<file path="config.mk">
export PLATFORM = sky130hd
export DESIGN_NAME = fcta_ctrl
export DESIGN_NICKNAME = d
export VERILOG_FILES = /design/src/hw/rtl/fcta_pkg.sv /design/src/hw/rtl/fcta_ctrl.sv
export SDC_FILE = /design/constraint.sdc
export NUM_CORES = 1
export LEC_CHECK = 0
export ABC_AREA = 1
export BUFFER_PORTS_ARGS = -buffer_cell sky130_fd_sc_hd__clkbuf_2
export CELL_PAD_IN_SITES_DETAIL_PLACEMENT = 0
export CELL_PAD_IN_SITES_GLOBAL_PLACEMENT = 2
export CORE_AREA = 2 2 39 41
export DETAILED_ROUTE_END_ITERATION = 10
export DIE_AREA = 0 0 41 43
export PLACE_DENSITY_LB_ADDON = 0.3
export SLEW_MARGIN = 20
export SYNTH_ARGS = -nofsm -noshare
export SYNTH_HDL_FRONTEND = slang
export SYNTH_SLANG_ARGS = --single-unit
</file>
<file path="constraint.sdc">
create_clock -name clock -period 0.95 [get_ports clock]
set_input_delay 0.0475 -clock clock [delete_from_list [all_inputs] [get_ports clock]]
set_output_delay 0.0475 -clock clock [all_outputs]
set_load 0.01 [all_outputs]
</file>
<file path="src/hw/rtl/fcta_pkg.sv">
// Shared types and constants for the file allocation table access block.
package fcta_pkg;

   localparam int TABLE_BYTES_MAX_DEF = 8192;
   localparam int POS_W = 18;
   localparam int CSR_DATA_W = 14;
   localparam int CSR_INDEX_W = 1;

   localparam logic [CSR_INDEX_W-1:0] CSR_TABLE_BYTES = 1'd0;
   localparam logic [CSR_INDEX_W-1:0] CSR_ENTRY_MODE = 1'd1;
   localparam logic [CSR_DATA_W-1:0] TABLE_BYTES_RST = 14'd8192;

   localparam logic [15:0] ENTRY12_MASK = 16'h0FFF;
   localparam logic [15:0] NIBBLE_LO_MASK = 16'h000F;
   localparam logic [15:0] NIBBLE_HI_MASK = 16'hF000;

   typedef enum logic [1:0] {
      ACT_READ   = 2'd0,
      ACT_WRITE  = 2'd1,
      ACT_FORMAT = 2'd2,
      ACT_NONE   = 2'd3
   } fcta_action_type;

   typedef enum logic [1:0] {
      ST_IDLE,
      ST_CLEAR,
      ST_UPDATE
   } fcta_state_type;

   typedef struct packed {
      logic accept;
      logic sweep;
      logic finish;
   } fcta_cmd_type;

   typedef struct packed {
      logic req_format;
      logic sweep_empty;
      logic sweep_last;
      logic out_free;
   } fcta_stat_type;

endpackage

</file>
<file path="src/hw/rtl/fcta_ctrl.sv">
// Sequencer for accept, format sweep and result update of the table access block.
module fcta_ctrl (
   input  logic                  clock,
   input  logic                  reset,
   input  logic                  req_valid,
   output logic                  req_stall,
   output fcta_pkg::fcta_cmd_type cmd,
   input  fcta_pkg::fcta_stat_type stat
);
   import fcta_pkg::*;

   fcta_state_type state_ff;
   fcta_state_type state_in;

   always_ff @(posedge clock) begin
      if (reset) begin
         state_ff <= ST_IDLE;
      end else begin
         state_ff <= state_in;
      end
   end

   always_comb begin
      state_in   = state_ff;
      cmd        = '0;
      req_stall  = 1'b1;
      case (state_ff)
         ST_IDLE: begin
            req_stall  = 1'b0;
            cmd.accept = req_valid;
            if (req_valid) begin
               if (stat.req_format && !stat.sweep_empty) begin
                  state_in = ST_CLEAR;
               end else begin
                  state_in = ST_UPDATE;
               end
            end
         end
         ST_CLEAR: begin
            cmd.sweep = 1'b1;
            if (stat.sweep_last) begin
               state_in = ST_UPDATE;
            end
         end
         ST_UPDATE: begin
            if (stat.out_free) begin
               cmd.finish = 1'b1;
               state_in   = ST_IDLE;
            end
         end
         default: begin
            state_in = ST_IDLE;
         end
      endcase
   end

endmodule

</file>
==> reports/metrics.cfg <==
[finish]
largest_register_ff_count=2
n_fill_cell=162
drive_above_1_share=0.750
layout_commonest_cell=sky130_fd_sc_hd__clkbuf_2
finalNetCount=49
biggestRegsByFlops=state_ff: 2 flops
top_register_by_number_of_flip_flops=state_ff
synthToLayoutAreaGrowth_pct=94.7
post-route-cell-area_um2=319
final-instance-count-excl-fill=56
utilization=0.231
commonest_non_fill_non_tap_cells_in_the_layout=sky130_fd_sc_hd__clkbuf_2, sky130_fd_sc_hd__inv_1, sky130_fd_sc_hd__nor2_2, sky130_fd_sc_hd__clkbuf_4, sky130_fd_sc_hd__buf_4
final_antenna_diode_count=0

[worst_hold_path]
worstHoldPathType=input pin to flip-flop
holdPathStages=3
timing.hold.worst.start=stat[0]
holdPathEnd=state_ff[1]$_SDFFE_PP0P_

[global_route]
global_route_total_usage_across_every_layer=0.0731
largest_net_degree_at_the_start_of_global_routing=7
via_count_of_the_first_global_routing_pass=218
grt_antenna_before_repair=0
global_route.overflow_total=0
grt_pass1_wl_um=793

[critical_path]
timing.rr.start=state_ff[1]$_SDFFE_PP0P_
ff2ff_path_depth=6
criticalPathCategory=flip-flop to output port
worstSetupEndpointType=output port
critPathMaxFanout=6
startpoint_types=flip-flop
timing.critical_path.required_ns=0.90
critical_path_arrival_ns=0.90
capturing_point_of_the_worst_reg2reg_path=state_ff[0]$_SDFFE_PP0P_
slack_of_the_worst_reg_to_reg_path_ns=0.04

[detailed_routing]
drt_first_iter_violations=0
antenna_violating_nets_post_route=0
vias=201
drt-pass1-iter-count=1
detail_route.wirelength_um=419
drcViolationCount=0
via_per_inst=3.59
routedWlPerCell_um=7.48

[pwr]
combinationalPowerShare=0.313
power.ir.vdd_worst_uv=334
power_report.internal_total_mw=0.299
p_switching_mw=0.119
clock_network_power_share=0.441
p_leak_nw=0.161
power_density_nw_per_um2=1310
sequential_power_share=0.246
p_total_mw=0.418
swShare=0.284

[floorplan]
floorplan_die_area_um2=1760
std_cell_rows=14
dieHeight_um=43
die_width_um=41
initial_utilization=0.118
boundaryPins=11
core_region_area_um2=1380

[timing]
hold-worst-slack_ns=0.131
worst_slack_ns=0.00643
final_period_minus_worst_setup_slack_ns=0.944
fin_tns_setup_ns=0
final.setup_skew_ns=0.00221
finalCritPeriodShare=0.993
achievable-frequency_mhz=1060
worst_slew_pin_slew_ns=0.214
rsz0062_at_grt=true
final_max_slew_viol_count=0
number_of_hold_violations_in_the_final_report=0
slew-limit-headroom=0.856
finalSetupViolations=0

[logic_synthesis]
cells_after_synth=23
synth.yosys.seq_area_share=0.244
ys_seq_elements=2
post_synthesis_average_cell_area_um2=7.13
syn_area_um2=164
post_synth_num_cell_types=13
mappedNetlistNets=30
yosys_warnings=0

[placement]
detailedPlacementHpwl_um=311
globalplace.congestion=0.727
port-buffer-count=10
placement.cell_area_um2=234
dpl_ws_ns=0.106
dpl.cell_count=49

[clock_network]
h-tree-depth=1
tritoncts=yes
clockBufferDepth=2
clk-insertion-delay-late_ns=0.22
reg_clk_slew_reported_paths_ns=0.03
cts_root_cell=sky130_fd_sc_hd__clkbuf_4
cts_buffers=3
tritoncts_num_sinks=2

[run_status]
run_status=finished, final reports clean

[flow_run]
drv_cap=0

[critical path, cell delays in order (launching register included)]
cell	delay (ns)
sky130_fd_sc_hd__dfxtp_2	0.32
sky130_fd_sc_hd__inv_4	0.09
sky130_fd_sc_hd__and3_4	0.18
sky130_fd_sc_hd__buf_6	0.09
[power by group through the flow]
stage,logic [mW],registers (mW),clock network [mW]
after floorplan,0.0632,0.0981,0
after global placement,0.0971,0.0998,0
after detailed placement,0.0968,0.0993,0
after CTS,0.120,0.101,0.199
after global routing,0.146,0.104,0.203
final,0.131,0.103,0.184
[metal layers]
layer | vias to the layer above | wire (um) | track usage
li1 | 106 | - | -
met1 | 88 | 153 | 0.0669
met5 | - | 0 | 0
met2 | 5 | 233 | 0.0969
met3 | 2 | 24 | 0.0314
met4 | 0 | 8 | 0.100
[worst max path at each step]
stage,start,end,slack [ns]
floorplan,state_ff[0]$_SDFFE_PP0P_,state_ff[1]$_SDFFE_PP0P_,0.06
global placement,state_ff[1]$_SDFFE_PP0P_,state_ff[0]$_SDFFE_PP0P_,0.08
detailed placement,state_ff[1]$_SDFFE_PP0P_,state_ff[0]$_SDFFE_PP0P_,0.11
CTS,state_ff[0]$_SDFFE_PP0P_,cmd[0],-0.02
global route,state_ff[0]$_SDFFE_PP0P_,cmd[0],-0.03
finish,state_ff[0]$_SDFFE_PP0P_,cmd[0],0.006
[repair_timing]
item,CTS,global route
hold buffers,1,0
cloned,0,0
pin swaps,3,3
endpoints found under the hold margin,1,0
endpoints found under the setup margin,3,4
gates resized for setup,4,9
setup buffers,3,0
[synth_stat cells (all sizes together)]
cell,count,area share
a21oi,2,0.11
and3,1,0.046
dfxtp,2,0.24
inv,6,0.14
nand2,3,0.11
nand3,2,0.12
nand3b,1,0.046
nor2,4,0.12
nor3,1,0.031
o21ai,1,0.031
[layout make-up]
| cell class | instances | area, um^2 | area share |
|---|---|---|---|
| Inverter | 6 | 27.5 | 0.0863 |
| Timing Repair Buffer | 14 | 88.8 | 0.278 |
| Clock buffer | 3 | 22.5 | 0.0706 |
| Multi-Input combinational cell | 15 | 115 | 0.361 |
| Tap cell | 16 | 20.0 | 0.0627 |
| Sequential cell | 2 | 45.0 | 0.141 |
[logic make-up after synthesis]
logic type	after synthesis	share of synthesized area
buf+inv	6	0.137
compound gates	3	0.137
simple gates	12	0.481
flops	2	0.244
Power figures use the tool's default switching activity.
